==> src/sv/bsi_pkg.sv <==
// Package for the bit-vector seek iterator: widths, codes, FSM and link types.
// No dependencies.
`default_nettype none

package bsi_pkg;

    localparam int DEF_MAX_DOCS  = 65536;
    localparam int DEF_WORD_BITS = 64;

    localparam int DOC_W    = 17;
    localparam int DOC_MAX  = 2 ** DOC_W - 1;
    localparam int WIDX_W   = 10;
    localparam int IDX_SPAN = 2 ** WIDX_W;
    localparam int DATA_W   = 64;
    localparam int CMD_W    = 2;
    localparam int CFG_IDX_W = 2;

    localparam logic [CMD_W-1:0] CMD_WRITE = 2'd0;
    localparam logic [CMD_W-1:0] CMD_INIT  = 2'd1;
    localparam logic [CMD_W-1:0] CMD_SEEK  = 2'd2;

    localparam logic [CFG_IDX_W-1:0] CFG_DOC_LIMIT = 2'd0;
    localparam logic [CFG_IDX_W-1:0] CFG_INVERTED  = 2'd1;
    localparam logic [CFG_IDX_W-1:0] CFG_STRICT    = 2'd2;

    typedef enum logic [2:0] {
        ST_CLEAR,
        ST_IDLE,
        ST_PRIME,
        ST_SCAN
    } t_state;

    typedef struct packed {
        logic clr_en;
        logic wr_en;
        logic div_load;
        logic prime;
        logic scan_step;
        logic res_end;
        logic res_hit;
        logic res_init;
        logic res_miss;
    } t_dp_cmd;

    typedef struct packed {
        logic clear_last;
        logic target_past;
        logic strict;
        logic eval_hit;
        logic eval_end;
        logic eval_miss;
    } t_dp_stat;

endpackage

`default_nettype wire

==> src/sv/bsi_ctrl.sv <==
// Sequencer for the seek iterator: clearing pass, division, word scan, results.
// Depends on bsi_pkg.
`default_nettype none

module bsi_ctrl
    import bsi_pkg::*;
(
    input  wire logic             i_clk,
    input  wire logic             i_rst_n,
    input  wire logic             i_start,
    input  wire logic [CMD_W-1:0] i_command,
    input  wire t_dp_stat         i_stat,
    output t_dp_cmd               o_cmd,
    output logic                  o_busy
);

    t_state r_state;
    t_state n_state;

    always_ff @(posedge i_clk) begin
        if (!i_rst_n) begin
            r_state <= ST_CLEAR;
        end else begin
            r_state <= n_state;
        end
    end

    always_comb begin
        n_state = r_state;
        o_cmd   = '0;
        o_busy  = (r_state != ST_IDLE);
        unique case (r_state)
            ST_CLEAR: begin
                o_cmd.clr_en = 1'b1;
                if (i_stat.clear_last) begin
                    n_state = ST_IDLE;
                end
            end
            ST_IDLE: begin
                if (i_start) begin
                    unique case (i_command)
                        CMD_WRITE: begin
                            o_cmd.wr_en = 1'b1;
                        end
                        CMD_INIT, CMD_SEEK: begin
                            priority if (i_stat.target_past) begin
                                o_cmd.res_end = 1'b1;
                            end else if (i_command == CMD_INIT && !i_stat.strict) begin
                                o_cmd.res_init = 1'b1;
                            end else begin
                                o_cmd.div_load = 1'b1;
                                n_state        = ST_PRIME;
                            end
                        end
                        default: begin
                        end
                    endcase
                end
            end
            ST_PRIME: begin
                o_cmd.prime = 1'b1;
                n_state     = ST_SCAN;
            end
            ST_SCAN: begin
                priority if (i_stat.eval_hit) begin
                    o_cmd.res_hit = 1'b1;
                    n_state       = ST_IDLE;
                end else if (i_stat.eval_end) begin
                    o_cmd.res_end = 1'b1;
                    n_state       = ST_IDLE;
                end else if (i_stat.eval_miss) begin
                    o_cmd.res_miss = 1'b1;
                    n_state        = ST_IDLE;
                end else begin
                    o_cmd.scan_step = 1'b1;
                end
            end
            default: begin
                n_state = ST_IDLE;
            end
        endcase
    end

endmodule

`default_nettype wire

==> config.mk <==
export PLATFORM = sky130hd
export DESIGN_NAME = bsi_ctrl
export DESIGN_NICKNAME = d
export VERILOG_FILES = /design/src/sv/bsi_pkg.sv /design/src/sv/bsi_ctrl.sv
export SDC_FILE = /design/constraint.sdc
export NUM_CORES = 1
export LEC_CHECK = 0
export ABC_AREA = 1
export BUFFER_PORTS_ARGS = -buffer_cell sky130_fd_sc_hd__buf_2
export CAP_MARGIN = 20
export CELL_PAD_IN_SITES_DETAIL_PLACEMENT = 0
export CELL_PAD_IN_SITES_GLOBAL_PLACEMENT = 1
export CORE_AREA = 5 5 42 44
export DETAILED_ROUTE_END_ITERATION = 16
export DIE_AREA = 0 0 47 49
export PLACE_DENSITY = 0.81
export SLEW_MARGIN = 5
export SYNTH_ARGS = -nofsm -noshare
export SYNTH_HDL_FRONTEND = slang
export SYNTH_SLANG_ARGS = --single-unit
==> constraint.sdc <==
create_clock -name i_clk -period 2.15 [get_ports i_clk]
set_input_delay 0.1075 -clock i_clk [delete_from_list [all_inputs] [get_ports i_clk]]
set_output_delay 0.1075 -clock i_clk [all_outputs]
set_load 0.05 [all_outputs]
# Word level (Yosys, flattened, before mapping)
# Cells that the tools add are included.
[op_classes] n_eq_ne=12 n_reduce_logical=6 mux=37
[op_table] op="1-bit two-way mux" n=24
[op_table] op="3-bit two-way mux" n=8
[op_table] op="3-bit case mux with 4 select lines" n=1
[op_table] op="2-bit inequality test, second input constant" n=4
[op_table] op="3-bit by 2-bit == test with 1-bit output, second input constant" n=2
[op_table] op="2-bit two-way mux" n=3
[op_table] op="6-bit AND reduction" n=1
[op_table] op="4-bit inequality test, second input constant" n=1
[op_table] op="3-bit by 1-bit == test with 1-bit output, second input constant" n=1
[op_table] op="3-bit zero test" n=1
[op_table] op="3-bit by 1-bit inequality test with 1-bit output, second input constant" n=1
[op_table] op="2-bit by 1-bit == test with 1-bit output, second input constant" n=1
[op_table] op="2-bit == test, second input constant" n=1
[op_table] op="2-bit zero test" n=1
[op_table] op="2-bit by 1-bit inequality test with 1-bit output, second input constant" n=1
[op_table] op="1-bit case mux with 2 select lines" n=1
[op_table] op="2-bit OR reduction" n=1
[op_table] op="1-bit logical AND" n=1
[op_table] op="1-bit zero test" n=1
[word_totals] output_inout_bits=10 register_bits=3 input_bits=11 word_cells=56

# Logic depth before layout (Yosys ltp)
[logic_depth] ltp_word=7 depth_mapped=9 depth_no_buf=9

# Worst setup path before layout
# OpenSTA, ideal clock, no wires.
[synth_path] kind="register -> output" startpoint="register r_state[0]" endpoint="output port o_cmd[4] in the netlist's numbering" slack_ps=204 t_required_ps=2043 path_buffers=0 path_stages_with_launch=6 arrival_time_ps=1838 cell_sequence="dfxtp_1 ha_1 inv_1 nor2_1 inv_1 nor3_1"
[synth_lines] item="start, declared" line_no="bsi_ctrl.sv:17" source="t_state r_state;"
[synth_lines] item="start signal, assigned" line_no="bsi_ctrl.sv:24" source="r_state <= n_state;"
[synth_lines] item="end, declared" line_no="bsi_ctrl.sv:13" source="output t_dp_cmd o_cmd,"

==> flow_summary.json <==
{
  "area_growth_syn_to_layout_pct": 42.5,
  "largest_register_ffs": 2,
  "clockBufferDepth": 2,
  "gp_congestion": 0.670,
  "insertion_delay_ps": 220,
  "coreArea_mm2": 0.00140,
  "finClkSkew_ps": 1.87,
  "internal_power_uw": 234,
  "critPathMaxStageDelay_ps": 390,
  "rows": 14,
  "worstReg2RegStart": "r_state[1]",
  "p_leak_nw": 0.294,
  "die-width_um": 47,
  "track_usage_pct": 7.37,
  "synth_area_um2": 335,
  "grt_overflow": 0,
  "drt_iter0_drc": 9,
  "slew_viol_final": 0,
  "crit_type": "flop to primary output",
  "endpoint_kind": "primary output",
  "switching_share_pct": 57.2,
  "crit_start": "r_state[0]",
  "peakVddDrop_mv": 0.710,
  "start_util_pct": 23.9,
  "cpMaxStageDelayCell": "dfxtp_1",
  "n_antenna_cell": 0,
  "power.switching_uw": 314,
  "vias": 380,
  "r2r-end": "r_state[1]",
  "clk_pin_slew_ps": 30,
  "avgSynthCellArea_um2": 6.45,
  "cp_common_cell": "inv_1",
  "setup_tns_ps": 0,
  "p_seq_share_pct": 13.7,
  "critPathRequiredTime_ps": 2040,
  "post_cts_resized": 0,
  "reg2reg_slack_ps": 850,
  "cts_root_buf": "clkbuf_4",
  "dp_hpwl_um": 660,
  "critPathBufInv": 3,
  "clock-sinks": 2,
  "synth_cell_types": 15,
  "drtPass1Iterations": 2,
  "hold_slack_ps": 119,
  "rr_worst_depth": 8,
  "status": "finished, final reports clean",
  "grt_pass1_wl_mm": 1.28,
  "dieArea_mm2": 0.00230,
  "cpLargestDelayFamily": "buffers and inverters",
  "portBuffers": 20,
  "yosys_warnings": 0,
  "cts_buffers": 3,
  "postCtsSetupBuffers": 0,
  "mostFrequentLayoutCell": "buf_2",
  "powerDensity_mw_per_mm2": 1150,
  "hold_class": "input pin to flop",
  "hold_depth": 3,
  "dpl.cell_count": 88,
  "nNetsFinal": 95,
  "cts_max_level": 1,
  "drc": 0,
  "cp_cell_sequence": "ha_1 -> inv_1 -> nor2_1 -> inv_1 -> nor3_1 -> buf_2",
  "drive_gt1_share_pct": 37.3,
  "rsz0062_at_grt": "false",
  "min_from": "i_rst_n",
  "cts_hold_buf": 0,
  "path_max_fanout": 5,
  "ys_seq_area_share_pct": 11.9,
  "period_minus_slack_ps": 1570,
  "grt_max_degree": 6,
  "final_cell_mix": "20 x buf_2, 14 x inv_1, 7 x nand2_1, 7 x nor2_1, 7 x ha_1",
  "ys_ff_latch": 2,
  "avgViaCountPerCell": 4.18,
  "wl_um": 722,
  "pin_count": 21,
  "synthCells": 52,
  "arrival_ps": 1460,
  "fin_cells": 91,
  "syn_nets": 70,
  "grt_pass1_vias": 344,
  "power_frac_comb_pct": 71.9,
  "fmax_mhz": 639,
  "drv_cap": 0,
  "slew_headroom_pct": 83.4,
  "regMostFlops": "r_state",
  "postRouteAntennaNets": 0,
  "clockPowerShare_pct": 14.4,
  "setup_violations": 0,
  "worstMarginPinSlew_ps": 251,
  "timing.final.crit_share_pct": 72.8,
  "cts_tree": "yes",
  "wire_per_inst_um": 7.93,
  "fp.dieH_um": 49,
  "antenna_found_initial": 0,
  "holdPathEnd": "r_state[0]",
  "startpoint_type": "flop",
  "finalHoldViolCount": 0,
  "top_regs": "r_state: 2 flops"
}
## Yosys cell counts
library cell  count  area (µm²)
nand2_2           1        6.26
a21oi_1           3        15.0
inv_1            14        52.6
nor2_1            7        26.3
nor3_1            1        5.00
and3_2            1        7.51
nand2_1           7        26.3
a21oi_2           1        8.76
o21ai_4           1        16.3
dfxtp_1           2        40.0
ha_1              7        87.6
nand4_1           2        12.5
nor2_4            1        11.3
nand3_1           3        15.0
o21ai_1           1        5.00
## worst min-delay path: cells and delay by family
kind	cells	cell delay (ps)
AND/OR/NAND/NOR	2	100
buffers and inverters	1	80
## area by class of cell
| type | instances | area [µm²] |
|---|---|---|
| tap | 16 | 20.0 |
| multi-input combinational | 36 | 243 |
| clock buffer | 3 | 22.5 |
| inverter | 14 | 52.6 |
| sequential | 2 | 40.0 |
| timing repair buffer | 20 | 100 |
| fill | 160 | 923 |
## stage by stage
stage | worst slack, ps | instance area, µm² | util [%] | power [mW]
3_3_place_gp | 818 | 455 | 32.5 | 0.475
6_report | 584 | 478 | 34.1 | 0.548
3_5_place_dp | 800 | 455 | 32.5 | 0.475
4_1_cts | 569 | 478 | 34.1 | 0.558
2_1_floorplan | 204 | 335 | - | 0.404
5_1_grt | 401 | 478 | 34.1 | 0.608
## worst max-delay path by stage
stage	endpoint	slack [ps]	depth (start not counted)
6_report	o_cmd[4]	580	6
2_1_floorplan	o_cmd[4]	200	5
3_5_place_dp	o_cmd[4]	800	6
3_3_place_gp	r_state[0]	820	8
4_1_cts	o_cmd[4]	570	6
5_1_grt	o_cmd[4]	400	6
## power by group through the flow
stage / Combinational (mW) / Sequential (mW) / Clock [mW]
global placement: 0.400 / 0.0745 / 0
floorplan: 0.333 / 0.0709 / 0
detailed placement: 0.398 / 0.0762 / 0
CTS: 0.400 / 0.0756 / 0.0817
finish: 0.394 / 0.0750 / 0.0787
global route: 0.441 / 0.0804 / 0.0863
## cell families after synthesis
group	Yosys count	share of synthesized area, %
buf+inv	14	15.7
compound gates	6	13.4
simple gates	23	32.8
fa+ha+maj	7	26.1
flops	2	11.9
## routing by layer
metal	wire [µm]	GRT usage [%]	vias up
li1	-	-	208
met1	309	8.93	161
met2	347	11.1	11
met3	65	2.21	0
met4	0	4.15	0
met5	0	0	-
Note: power is estimated with default switching activity, not from simulation.
